<file path="config.mk">
export PLATFORM = sky130hd
export DESIGN_NAME = position_seeded_xor_scrambler_flat
export DESIGN_NICKNAME = d
export VERILOG_FILES = /design/src/design/psxs_pkg.sv /design/src/design/psxs_if.sv /design/src/design/position_seeded_xor_scrambler.sv /design/src/flat_wrapper.sv
export SDC_FILE = /design/constraint.sdc
export NUM_CORES = 1
export LEC_CHECK = 0
export BUFFER_PORTS_ARGS = -buffer_cell sky130_fd_sc_hd__buf_2
export CAP_MARGIN = 10
export CORE_ASPECT_RATIO = 1.5
export CORE_MARGIN = 2
export CORE_UTILIZATION = 60
export DETAILED_ROUTE_END_ITERATION = 10
export GPL_TIMING_DRIVEN = 0
export PLACE_DENSITY = 0.82
export SYNTH_ARGS = -nofsm -noshare
export SYNTH_HDL_FRONTEND = slang
export SYNTH_SLANG_ARGS = --single-unit
export TNS_END_PERCENT = 50
</file>
<file path="constraint.sdc">
create_clock -name clk_i -period 15 [get_ports clk_i]
set_input_delay 1.5 -clock clk_i [delete_from_list [all_inputs] [get_ports clk_i]]
set_output_delay 1.5 -clock clk_i [all_outputs]
set_load 0.02 [all_outputs]
</file>
<file path="src/design/psxs_pkg.sv">
// ----------------------------------------------------------------------------
// psxs_pkg: shared types and functions of the position seeded XOR scrambler
// Holds the word formats of both channels, the generator state type, the
// seeding keys and the generator step function.
// ----------------------------------------------------------------------------
package psxs_pkg;

  localparam int unsigned WordW = 32;
  localparam int unsigned ByteW = 8;

  localparam logic [WordW-1:0] SeedAKey = 32'hcafebabe;
  localparam logic [WordW-1:0] SeedBKey = 32'hbada5511;
  localparam logic [WordW-1:0] SeedCKey = 32'd66;
  localparam logic [WordW-1:0] SeedBOfs = 32'd2;
  localparam logic [WordW-1:0] SeedCOfs = 32'd3;

  // Step count right after the seed and its mixing step.
  localparam logic [WordW-1:0] SeedCount = 32'd1;

  typedef struct packed {
    logic             frame_start;
    logic [WordW-1:0] frame_position;
    logic [ByteW-1:0] data_byte;
    logic             last_byte;
  } in_word_t;

  typedef struct packed {
    logic [ByteW-1:0] out_byte;
    logic             out_last;
  } out_word_t;

  typedef struct packed {
    logic [WordW-1:0] gen_a;
    logic [WordW-1:0] gen_b;
    logic [WordW-1:0] gen_c;
    logic [WordW-1:0] step_count;
  } gen_t;

  // One generator step; all sums wrap modulo 2^32.
  function automatic gen_t gen_step(gen_t s);
    gen_t r;
    r.step_count = s.step_count + 32'd1;
    r.gen_a      = s.gen_a ^ s.gen_c ^ r.step_count;
    r.gen_b      = s.gen_b + r.gen_a;
    r.gen_c      = (s.gen_c + (r.gen_b >> 1)) ^ r.gen_a;
    return r;
  endfunction

  // Generator state seeded from a frame position, before its mixing step.
  function automatic gen_t gen_seed(logic [WordW-1:0] pos);
    gen_t r;
    r.gen_a      = pos ^ SeedAKey;
    r.gen_b      = (pos - SeedBOfs) ^ SeedBKey;
    r.gen_c      = (pos - SeedCOfs) ^ SeedCKey;
    r.step_count = '0;
    return r;
  endfunction

endpackage

</file>
<file path="src/design/psxs_if.sv">
// ----------------------------------------------------------------------------
// psxs_if: valid/ready channels of the position seeded XOR scrambler
// One interface for the input words and one for the result words.
// ----------------------------------------------------------------------------
interface psxs_in_if;
  logic               valid;
  logic               ready;
  psxs_pkg::in_word_t data;

  modport source (output valid, output data, input ready);
  modport sink   (input valid, input data, output ready);
endinterface

interface psxs_out_if;
  logic                valid;
  logic                ready;
  psxs_pkg::out_word_t data;

  modport source (output valid, output data, input ready);
  modport sink   (input valid, input data, output ready);
endinterface

</file>
<file path="src/design/position_seeded_xor_scrambler.sv">
// ----------------------------------------------------------------------------
// position_seeded_xor_scrambler: byte scrambler with a position seeded
// keystream
// Xors each byte with the low byte of a small add/xor/shift generator that
// is reseeded from the frame position on the first byte of each frame.
// ----------------------------------------------------------------------------
// The block takes one word per cycle while the output is not stalled and
// returns one result word per input word, in order, through stage 1,
// stage 2 and the output register. The sustained rate is one word per clock
// when the output is not stalled, set by the generator state loop, which
// performs exactly one generator step per word. A word marked as frame start
// is seeded from its frame position in a stage ahead of that loop, so the
// loop never runs more than one step. Scrambling and descrambling are the
// same operation. The last flag passes through unchanged and never affects the keystream.
module position_seeded_xor_scrambler (
  input  logic             clk_i,
  input  logic             rst_ni,
  psxs_in_if.sink          in_i,
  psxs_out_if.source       out_o
);

  // Pipeline: stage 1 registers the input word; stage 2 holds the seeded
  // and once-stepped generator state for frame starts; the output stage
  // holds the result word while the live generator state advances.

  logic                           valid1_q;
  logic                           start1_q;
  logic [psxs_pkg::WordW-1:0]     pos1_q;
  logic [psxs_pkg::ByteW-1:0]     byte1_q;
  logic                           last1_q;

  logic                           valid2_q;
  logic                           start2_q;
  logic [psxs_pkg::ByteW-1:0]     byte2_q;
  logic                           last2_q;
  psxs_pkg::gen_t                 seeded2_q, seeded2_d;

  psxs_pkg::gen_t                 gen_q, gen_d, gen_base;

  logic                           out_valid_q;
  logic [psxs_pkg::ByteW-1:0]     out_byte_q;
  logic                           out_last_q;

  logic out_adv, s2_adv, s1_adv, in_fire, fire2;

  // A stage may move on when it is empty or the stage after it moves on.
  assign out_adv  = !out_valid_q || out_o.ready;
  assign s2_adv   = !valid2_q || out_adv;
  assign s1_adv   = !valid1_q || s2_adv;
  assign in_i.ready = s1_adv;
  assign in_fire  = in_i.valid && s1_adv;
  assign fire2    = valid2_q && out_adv;

  // Seeding is independent of the live state, so it is done ahead of time.
  assign seeded2_d = psxs_pkg::gen_step(psxs_pkg::gen_seed(pos1_q));

  // The only loop: choose the start point, then take one step.
  assign gen_base = start2_q ? seeded2_q : gen_q;
  assign gen_d    = psxs_pkg::gen_step(gen_base);

  always_ff @(posedge clk_i or negedge rst_ni) begin
    if (!rst_ni) begin
      valid1_q    <= 1'b0;
      valid2_q    <= 1'b0;
      out_valid_q <= 1'b0;
      gen_q       <= '0;
    end else begin
      if (s1_adv) begin
        valid1_q <= in_i.valid;
      end
      if (s2_adv) begin
        valid2_q <= valid1_q;
      end
      if (out_adv) begin
        out_valid_q <= valid2_q;
      end
      if (fire2) begin
        gen_q <= gen_d;
      end
    end
  end

  always_ff @(posedge clk_i) begin
    if (in_fire) begin
      start1_q <= in_i.data.frame_start;
      pos1_q   <= in_i.data.frame_position;
      byte1_q  <= in_i.data.data_byte;
      last1_q  <= in_i.data.last_byte;
    end
    if (valid1_q && s2_adv) begin
      start2_q  <= start1_q;
      byte2_q   <= byte1_q;
      last2_q   <= last1_q;
      seeded2_q <= seeded2_d;
    end
    if (fire2) begin
      out_byte_q <= byte2_q ^ gen_d.gen_c[psxs_pkg::ByteW-1:0];
      out_last_q <= last2_q;
    end
  end

  assign out_o.valid         = out_valid_q;
  assign out_o.data.out_byte = out_byte_q;
  assign out_o.data.out_last = out_last_q;

  // A word that continues a frame advances the step count by one.
  assert property (@(posedge clk_i) disable iff (!rst_ni)
    fire2 && !start2_q |=> gen_q.step_count == $past(gen_q.step_count) + 32'd1)
    else $error("step count did not advance by one");

  // A frame start leaves the generator two steps past its seed.
  assert property (@(posedge clk_i) disable iff (!rst_ni)
    fire2 && start2_q |=> gen_q.step_count == psxs_pkg::SeedCount + 32'd1)
    else $error("frame start did not restart the step count");

  // The generator state moves only when a word enters the output stage.
  assert property (@(posedge clk_i) disable iff (!rst_ni)
    !fire2 |=> $stable(gen_q))
    else $error("generator state changed without a word");

  // A stalled stage 1 word is neither lost nor overwritten.
  assert property (@(posedge clk_i) disable iff (!rst_ni)
    valid1_q && !s2_adv |=> valid1_q && $stable(byte1_q) && $stable(last1_q))
    else $error("stage 1 word lost under stall");

  // The last flag of a result follows the word that produced it.
  assert property (@(posedge clk_i) disable iff (!rst_ni)
    fire2 |=> out_valid_q && out_last_q == $past(last2_q))
    else $error("last flag not carried to the output");

endmodule

</file>
<file path="src/flat_wrapper.sv">
// flat-port wrapper written by rule: the top's interface ports become plain ports
module position_seeded_xor_scrambler_flat 
  (clk_i, rst_ni, in_i_valid, in_i_data, in_i_ready, out_o_valid, out_o_data, out_o_ready);
  psxs_in_if in_i_i ();
  psxs_out_if out_o_i ();
  input  logic clk_i;
  input  logic rst_ni;
  input wire logic [$bits(in_i_i.valid)-1:0] in_i_valid;
  input wire logic [$bits(in_i_i.data)-1:0] in_i_data;
  output wire logic [$bits(in_i_i.ready)-1:0] in_i_ready;
  output wire logic [$bits(out_o_i.valid)-1:0] out_o_valid;
  output wire logic [$bits(out_o_i.data)-1:0] out_o_data;
  input wire logic [$bits(out_o_i.ready)-1:0] out_o_ready;
  assign in_i_i.valid = in_i_valid;
  assign in_i_i.data = in_i_data;
  assign in_i_ready = in_i_i.ready;
  assign out_o_valid = out_o_i.valid;
  assign out_o_data = out_o_i.data;
  assign out_o_i.ready = out_o_ready;
  position_seeded_xor_scrambler u_core (.clk_i(clk_i), .rst_ni(rst_ni), .in_i(in_i_i), .out_o(out_o_i));
endmodule
</file>
======== Word level (Yosys, flattened, before mapping) ========
Cells that the tools add are included.
W data, S select, Z words.
storage, ports and cells
  register bits after elaboration ......... 288
  latch bits .............................. 0
  bits in writable memories ............... 0
  bits in read-only memories .............. 0
  output and inout port bits .............. 11
  word-level logic and storage cells ...... 46
  memories ................................ 0
cells by class
  add/subtract/negate cells ............... 7
  $mul .................................... 0
  div/mod/pow operators ................... 0
  $lt $le $gt $ge ......................... 0
  equal/unequal tests ..................... 0
  shifts and indexed selects .............. 0
  muxes and demuxes ....................... 1
  bitwise operators ....................... 10
  reduce and logical (&&, ||, !) cells .... 9
operators by type and width
  kind                     count
  $xor A32 B32 Y32         5
  $mux W128                1
  $add A32 B31 Y32         2
  $add A32 B32 Y32         2
  $sub A32 B2 Y32 const B  2
  $add A32 B1 Y32 const B  1
  $not A22 Y22             1
  $not A16 Y16             1
  $xor A8 B8 Y8            1
  $logic_and A1 B1 Y1      3
  $logic_not A1 Y1         3
  $logic_or A1 B1 Y1       3
  $not A2 Y2               1
  $not A1 Y1               1

======== Logic depth before layout (Yosys ltp) ========
Gate-level depths: netlist of the first run.
  depth after elaboration ................. 7
  gate-level depth with buffers ........... 32
  depth with buffers taken out ............ 27

======== Least setup slack after synthesis of the first run ========
Ideal clock, no wire load.
  path type ............................... register to register
  start ................................... register u_core.start2_q
  end ..................................... register u_core.gen_q[63] (netlist bit)
  library setup time ...................... 0.083 ns
  arrival ................................. 6.759 ns
  required time ........................... 14.917 ns
  slack ................................... 8.158 ns
  cell stages (with the launch flop) ...... 33
  path buffers ............................ 5
  clock period less this slack ............ 6.842 ns
  cell sequence ........................... edfxtp_1 > clkbuf_1 > clkbuf_1 > clkbuf_1 > clkbuf_1 > buf_1 > or2_2 > ha_1 > nand4_1 > nor3_1 > nand3_1 > xnor2_1 > o21ai_0 > inv_1 > ha_1 > a21o_1 > a21oi_1 > nor2b_1 > o41ai_1 > nand2_1 > o2111ai_1 > a21oi_1 > nor3_1 > nor2_1 > ha_1 > a2111oi_0 > o21ai_0 > a31o_2 > a21oi_1 > o2111a_1 > o31ai_1 > xnor2_1 > o21ai_0
RTL lines
  item                    line                                 RTL
  from (decl)             position_seeded_xor_scrambler.sv:33  logic start2_q;
  from (signal assigned)  position_seeded_xor_scrambler.sv:91  start2_q <= start1_q;
  to (signal assigned)    position_seeded_xor_scrambler.sv:78  gen_q <= gen_d;
  to (decl)               position_seeded_xor_scrambler.sv:38  psxs_pkg::gen_t gen_q, gen_d, gen_base;

==> out/qor.log, run 1 <==
qor: run_status.run_status finished, final reports clean
qor: floorplanning.initial_utilization 60.4%
qor: critical_path.worst_path_largest_cell_delay 770 ps
qor: logic_synthesis.synth-edff-count 156
qor: route.drt_drc_violations_left 0
qor: final_layout.fillCellCount 2635
qor: run.count_of_max_cap_constraint_violations 0
qor: timing.final_sum_of_negative_setup_slack 0 ps
qor: placement.place_area 21000 sq um
qor: timing.timing.final.max_slew_violations 0
qor: logic_synthesis.synth_seq_area_share 39.6%
qor: global_routing.vias_in_the_first_global_route 16300
qor: clock_network.tritoncts_num_sinks 287
qor: critical_path.cpMostUsedCell clkbuf_1
qor: route.wire_per_inst 21.2 microns
qor: timing.unrepaired_setup_endpoints_after_global_routing false
qor: floorplanning.core_area 33200 sq um
qor: timing.timing.max_slew.rel_slack 13.5%
qor: critical_path.arrival 10990 ps
qor: timing.hold_viol 0
qor: route.totalWireLength 56.2 mm
qor: clock_network.clk_transition_reported_paths 70 ps
qor: critical_path.setup.worst_path.class reg2reg
qor: clock_network.cts_buffers 30
qor: clock_network.post_cts.repair.setup_buffers 0
qor: timing.finalWorstPathRequiredPeriod 10580 ps
qor: timing.fmax 94.5 MHz
qor: logic_synthesis.postSynthRegisterBits 287
qor: logic_synthesis.synth-async-reset-ratio 45.6%
qor: placement.hpwl 43.7 mm
qor: floorplanning.floorplan.die.width 153 microns
qor: floorplanning.die_area 35000 sq um
qor: global_routing.wire_length_of_the_first_global_routing_pass 88.2 mm
qor: logic_synthesis.yosys_warnings 0
qor: placement.place_ws 4870 ps
qor: logic_synthesis.synthesis.instances 2117
qor: route.detailroute.via_count 16300
qor: final_layout.drive_gt1_share 9.32%
qor: route.count_of_nets_left_with_antenna_violations_after_detail_routing 0
qor: clock_network.cts.repair.resized 0
qor: floorplanning.boundaryPins 57
qor: final_layout.layout.cells.most_common nand2_1
qor: global_routing.maximum_number_of_pins_on_one_net_before_global_route_repair 84
qor: timing.worst_setup_margin 4420 ps
qor: clock_network.clock_tree_from_tritoncts yes
qor: clock_network.clockBufferDepth 3
qor: floorplanning.floorplan.rows 82
qor: global_routing.gr-total-overflow 0
qor: critical_path.start_kind register
qor: logic_synthesis.netlist-cell-type-count 75
qor: clock_network.ctsHoldBuffers 0
qor: floorplanning.die_h 228 microns
qor: placement.numPortBuffers 56
qor: clock_network.library_cell_used_as_clock_root_buffer clkbuf_16
qor: final_layout.final_net_count 2385
qor: logic_synthesis.synth_nets 2294
qor: timing.final_setup_fails 0
qor: timing.holdWs 422 ps
qor: timing.min_period_over_period 70.5%
qor: clock_network.worstSkewPairLatency 580 ps
qor: global_routing.grtUsageTotal 31.9%
qor: final_layout.antennaDiodeCount 0
qor: min_path.min-delay-path-class reg2reg
qor: route.detailedRoute.firstIterationViolations 1213
qor: final_layout.syn_to_final_growth 9.46%
qor: route.avgViaCountPerCell 6.15
qor: timing.finClkSkew 22.7 ps
qor: critical_path.worst_path_max_delay_cell buf_1
qor: clock_network.htree_num_levels 1
qor: final_layout.finish.instance_area 22000 sq um
qor: timing.tightest_slew 1260 ps
qor: placement.routabilityCongestion 0.976
qor: logic_synthesis.synth-main-ff-cell edfxtp_1
qor: logic_synthesis.postSynthAreaPerCell 9.49 sq um
qor: route.firstDrtPassIters 6
qor: critical_path.worst-path-max-fanout 10
qor: critical_path.required_time_of_the_critical_path 15420 ps
qor: critical_path.cp-end-kind register
qor: logic_synthesis.synth_area 20100 sq um
qor: final_layout.final_cell_mix 307 x nand2_1, 249 x xnor2_1, 159 x o21ai_0, 156 x edfxtp_1, 142 x a21oi_1
qor: global_routing.initial_antenna_violation_count 0
## critical path, delay by kind of cell (launching register included)
family,cells,cell delay [ps]
compound gates,13,3560
buf+inv,6,3180
simple gates,6,1750
fa+ha+maj,3,1000
xor+xnor,3,560
flops,1,330
## synthesized netlist by cell type, drive strengths merged, types with 4 or more instances
library cell	n	share of area [%]
o211ai	11	0.41
o21a	14	0.52
and2	5	0.16
dfrtp	131	16
o21bai	19	0.71
and3	21	0.65
mux2i	22	1.1
o21ai	159	4.0
o221ai	5	0.22
nor3	42	1.1
mux2	67	3.8
or4	7	0.28
clkbuf	72	1.4
a21o	55	2.1
a211oi	11	0.41
a21oi	142	3.5
inv	70	1.3
nor2	88	1.6
nand2b	18	0.56
nor4	13	0.48
nor2b	18	0.56
o2111ai	4	0.17
xor2	89	3.9
fa	4	0.40
o31ai	8	0.30
a31oi	12	0.37
nor3b	6	0.22
buf	16	0.42
edfxtp	156	23
or3	16	0.52
nand4	22	0.68
nand3b	5	0.19
nand3	43	1.1
or2	14	0.45
nand2	307	5.7
a2111oi	5	0.22
ha	127	7.9
xnor2	249	11
## worst paths after layout
path | to | slack, ps | cells past startpoint | startpoint
max | u_core.gen_q[63] | 4420 | 31 | u_core.start2_q
min | u_core.byte2_q[7] | 420 | 0 | u_core.byte1_q[7]
max reg2reg | u_core.gen_q[63] | 4420 | 31 | u_core.start2_q
min reg2reg | u_core.byte2_q[7] | 420 | 0 | u_core.byte1_q[7]
max in group asynchronous | u_core.gen_q[124] | 13280 | 2 | rst_ni
min in group asynchronous | u_core.gen_q[68] | 860 | 1 | rst_ni
## flip-flops by register name, summed over array words and instances, names as in the netlist
name and count:
u_core.pos1_q 32, u_core.last1_q 1, u_core.byte1_q 8, u_core.seeded2_q 95, u_core.last2_q 1, u_core.start1_q 1
u_core.out_o.valid 1, u_core.gen_q 128, u_core.out_byte_q 8, u_core.start2_q 1, u_core.valid1_q 1, u_core.valid2_q 1
u_core.out_last_q 1, u_core.byte2_q 8
## layer usage
layer	vias to the layer above	track usage, %	wire length [microns]
met5	-	0	0
met4	0	14.9	2870
met3	143	2.56	3300
met2	619	54.2	27000
met1	7847	41.5	22900
li1	7696	-	-
## cell families after synthesis
| group | synth area share, % |
|---|---|
| DFF | 39.6 |
| xor gates and xnor gates | 15.1 |
| adders and majority gates | 8.31 |
| AOI/OAI and AO/OA | 14.5 |
| buffers and inverters | 3.09 |
| and+or+nand+nor | 14.5 |
| muxes | 4.87 |
## final cells by class
cell class / instances / area, sq um / area share [%]
multi-input cells: 1671 / 11500 / 52.3
flip-flops and latches: 287 / 7960 / 36.2
clock buffers: 33 / 762 / 3.46
well taps: 420 / 526 / 2.39
repair buffers: 59 / 362 / 1.64
plain buffers: 88 / 355 / 1.62
inverters: 71 / 267 / 1.21
clock inverters: 23 / 249 / 1.13
## per-stage QoR
stage,utilization [%],instances
floorplan,-,2117
global placement,62.9,2593
detailed placement,63.1,2596
CTS,66.2,2652
global route,66.2,2652
finish,66.2,2652
Power of run 1 is left out: the tool's default activity adds up to more than one toggle a clock period on the data nets, which glitch-free logic cannot reach.
==> inputs of run 2 (changes only) <==
--- a/config.mk
+++ b/config.mk
@@ -9,10 +9,10 @@
 export CAP_MARGIN = 10
 export CORE_ASPECT_RATIO = 1.5
 export CORE_MARGIN = 2
-export CORE_UTILIZATION = 60
+export CORE_UTILIZATION = 58
 export DETAILED_ROUTE_END_ITERATION = 10
 export GPL_TIMING_DRIVEN = 0
-export PLACE_DENSITY = 0.82
+export PLACE_DENSITY = 0.83
 export SYNTH_ARGS = -nofsm -noshare
 export SYNTH_HDL_FRONTEND = slang
 export SYNTH_SLANG_ARGS = --single-unit
==> constraint.sdc (replaced) <==
create_clock -name clk_i -period 9.4 [get_ports clk_i]
set_input_delay 0.94 -clock clk_i [delete_from_list [all_inputs] [get_ports clk_i]]
set_output_delay 0.94 -clock clk_i [all_outputs]
set_load 0.02 [all_outputs]
==> run 2 against run 1 <==
Compared with the run above: global-route usage decreased by 1.2 points; final cell count increased by 0.11%; maximum frequency increased by 18%; first-iteration DRC count decreased by 4.2%; via count decreased by 1.6%; flip-flop and latch count unchanged; critical path depth unchanged; die area increased by 3.4%.
==> out/qor.log, run 2 (synthesis results as in run 1) <==
qor: critical_path.required_time_of_the_critical_path 9870 ps [-5550 ps]
qor: route.wire_per_inst 20.6 microns [-2.9%]
qor: clock_network.library_cell_used_as_clock_root_buffer clkbuf_16
qor: critical_path.worst_path_max_delay_cell clkdlybuf4s15_2
qor: placement.numPortBuffers 56 [unchanged]
qor: final_layout.final_cell_mix 307 x nand2_1, 249 x xnor2_1, 159 x o21ai_0, 156 x edfxtp_1, 142 x a21oi_1
qor: run_status.run_status finished, final reports clean
qor: clock_network.post_cts.repair.setup_buffers 0 [unchanged]
qor: critical_path.arrival 9430 ps [-1560 ps]
qor: placement.hpwl 43.3 mm [-0.75%]
qor: critical_path.crit-reg2reg-launch u_core.start2_q
qor: route.detailedRoute.firstIterationViolations 1162 [-4.2%]
qor: critical_path.start_kind register
qor: route.count_of_nets_left_with_antenna_violations_after_detail_routing 0 [unchanged]
qor: floorplanning.die_area 36200 sq um [+3.4%]
qor: timing.worst_setup_margin 445 ps [-3980 ps]
qor: floorplanning.floorplan.rows 83 [+1.2%]
qor: final_layout.syn_to_final_growth 9.30%
qor: placement.routabilityCongestion 0.959 [-1.7%]
qor: final_layout.fillCellCount 2738 [+3.9%]
qor: critical_path.launching_instance_or_port_of_the_critical_path u_core.start2_q
qor: final_layout.final_net_count 2384 [-0.042%]
qor: floorplanning.core_area 34200 sq um [+2.8%]
qor: critical_path.worst_path_largest_cell_delay 530 ps [-240 ps]
qor: global_routing.vias_in_the_first_global_route 15800 [-2.6%]
qor: min_path.min-delay-path-class in2async
qor: global_routing.initial_antenna_violation_count 1 [+1]
qor: timing.min_period_over_period 95.3% [+25 points]
qor: clock_network.htree_num_levels 1 [unchanged]
qor: timing.finalWorstPathRequiredPeriod 8950 ps [-1620 ps]
qor: clock_network.clock_tree_from_tritoncts yes
qor: clock_network.cts_buffers 29 [-3.3%]
qor: final_layout.layout.cells.most_common nand2_1
qor: global_routing.maximum_number_of_pins_on_one_net_before_global_route_repair 80 [-4.8%]
qor: clock_network.clockBufferDepth 3 [unchanged]
qor: route.firstDrtPassIters 5 [-1]
qor: critical_path.cp-end-kind register
qor: timing.unrepaired_setup_endpoints_after_global_routing false
qor: final_layout.antennaDiodeCount 0 [unchanged]
qor: clock_network.tritoncts_num_sinks 287 [unchanged]
qor: clock_network.ctsHoldBuffers 0 [unchanged]
qor: run.count_of_max_cap_constraint_violations 0 [unchanged]
qor: route.avgViaCountPerCell 6.04 [-1.7%]
qor: route.detailroute.via_count 16000 [-1.6%]
qor: final_layout.largest_registers u_core.gen_q: 128 flops, u_core.seeded2_q: 95 flops, u_core.pos1_q: 32 flops
qor: critical_path.gate_family_responsible_for_the_most_delay_along_the_worst_path compound AO/OA/AOI/OAI gates
qor: timing.final_sum_of_negative_setup_slack 0 ps [unchanged]
qor: floorplanning.boundaryPins 57 [unchanged]
qor: placement.place.detailed.instances 2601 [+0.19%]
qor: timing.finClkSkew 34.7 ps [+12.0 ps]
qor: global_routing.gr-total-overflow 0 [unchanged]
qor: route.totalWireLength 54.6 mm [-2.8%]
qor: timing.fmax 112 MHz [+18%]
qor: timing.timing.final.max_slew_violations 0 [unchanged]
qor: final_layout.largest_register_ffs 128 [unchanged]
qor: clock_network.worstSkewPairLatency 590 ps [about the same]
qor: timing.tightest_slew 1180 ps [-89.3 ps]
qor: global_routing.grtUsageTotal 30.7% [-1.2 points]
qor: timing.timing.max_slew.rel_slack 21.5% [+8.0 points]
qor: final_layout.finalNonFillerCells 2655 [+0.11%]
qor: route.drt_drc_violations_left 0 [unchanged]
qor: critical_path.setup.worst_path.class reg2reg
qor: final_layout.top_register u_core.gen_q
qor: floorplanning.floorplan.die.width 156 microns [+1.7%]
qor: timing.final_setup_fails 0 [unchanged]
qor: global_routing.wire_length_of_the_first_global_routing_pass 85.6 mm [-3.0%]
qor: timing.hold_viol 0 [unchanged]
qor: floorplanning.die_h 232 microns [+1.7%]
qor: placement.place_ws -543 ps [-5410 ps]
qor: floorplanning.initial_utilization 58.8% [-1.6 points]
qor: critical_path.critical_path_buf_inv_count 5 [-1]
qor: critical_path.worst-path-max-fanout 19 [+9]
qor: final_layout.drive_gt1_share 9.55% [+0.23 points]
qor: clock_network.clk_transition_reported_paths 70 ps [about the same]
## run 2: cell count changes in the layout (fill, tap and decap cells not counted), sizes merged
cell and change:
bufinv -3, inv +8, clkdlybuf4s15 +1, clkinv +1
buf -1, clkbuf -4, dlymetal6s2s +1, clkinvlp -5
## run 2: what timing repair did
item / 4_1_cts / 5_1_grt
pin swaps: 0 / 0
setup endpoints to repair: 8 / 8
resized for setup: 4 / 2
## run 2: per-stage QoR
| step | hold slack (ps) | utilization, % | cell area [sq um] |
|---|---|---|---|
| 2_1_floorplan | 400 | - | 20100 |
| 3_3_place_gp | 401 | 61.2 | 20900 |
| 3_5_place_dp | 406 | 61.4 | 21000 |
| 4_1_cts | 320 | 64.2 | 22000 |
| 5_1_grt | 349 | 64.3 | 22000 |
| 6_report | 315 | 64.3 | 22000 |
## run 2: final timing paths
path	slack, ps	cells past startpoint	end
setup / recovery	450	31	u_core.gen_q[63]
hold / removal	320	1	u_core.valid2_q
setup reg to reg	450	31	u_core.gen_q[63]
hold reg to reg	420	0	u_core.byte2_q[0]
max in group asynchronous	8240	2	u_core.gen_q[28]
min in group clk_i	420	0	u_core.byte2_q[0]
## run 2: metal layers
| metal | vias up | track usage [%] | part of all wire (%) |
|---|---|---|---|
| met5 | - | 0 | 0.024 |
| met4 | 2 | 15.8 | 5.6 |
| met3 | 167 | 3.27 | 5.6 |
| met2 | 566 | 51.7 | 48 |
| met1 | 7621 | 39.1 | 41 |
| li1 | 7686 | - | - |
## run 2: cell type report
type | count | area [sq um] | share of cell area, %
clock buffers | 30 | 739 | 3.37
flip-flops and latches | 287 | 7960 | 36.3
inverters | 71 | 267 | 1.21
plain buffers | 87 | 364 | 1.66
clock inverters | 24 | 210 | 0.957
multi-input cells | 1671 | 11500 | 52.4
well taps | 425 | 532 | 2.42
repair buffers | 60 | 374 | 1.70
## run 2: worst reg2reg max path, delay by kind of cell, from the launching register on
kind                       cells  cell delay (ps)
DFF                            1              320
AOI/OAI and AO/OA             13             3450
and+or+nand+nor                8             1780
adders and majority gates      3             1040
buffers and inverters          5             1940
xor gates and xnor gates       2              340
Power of run 2 is left out for the same reason.
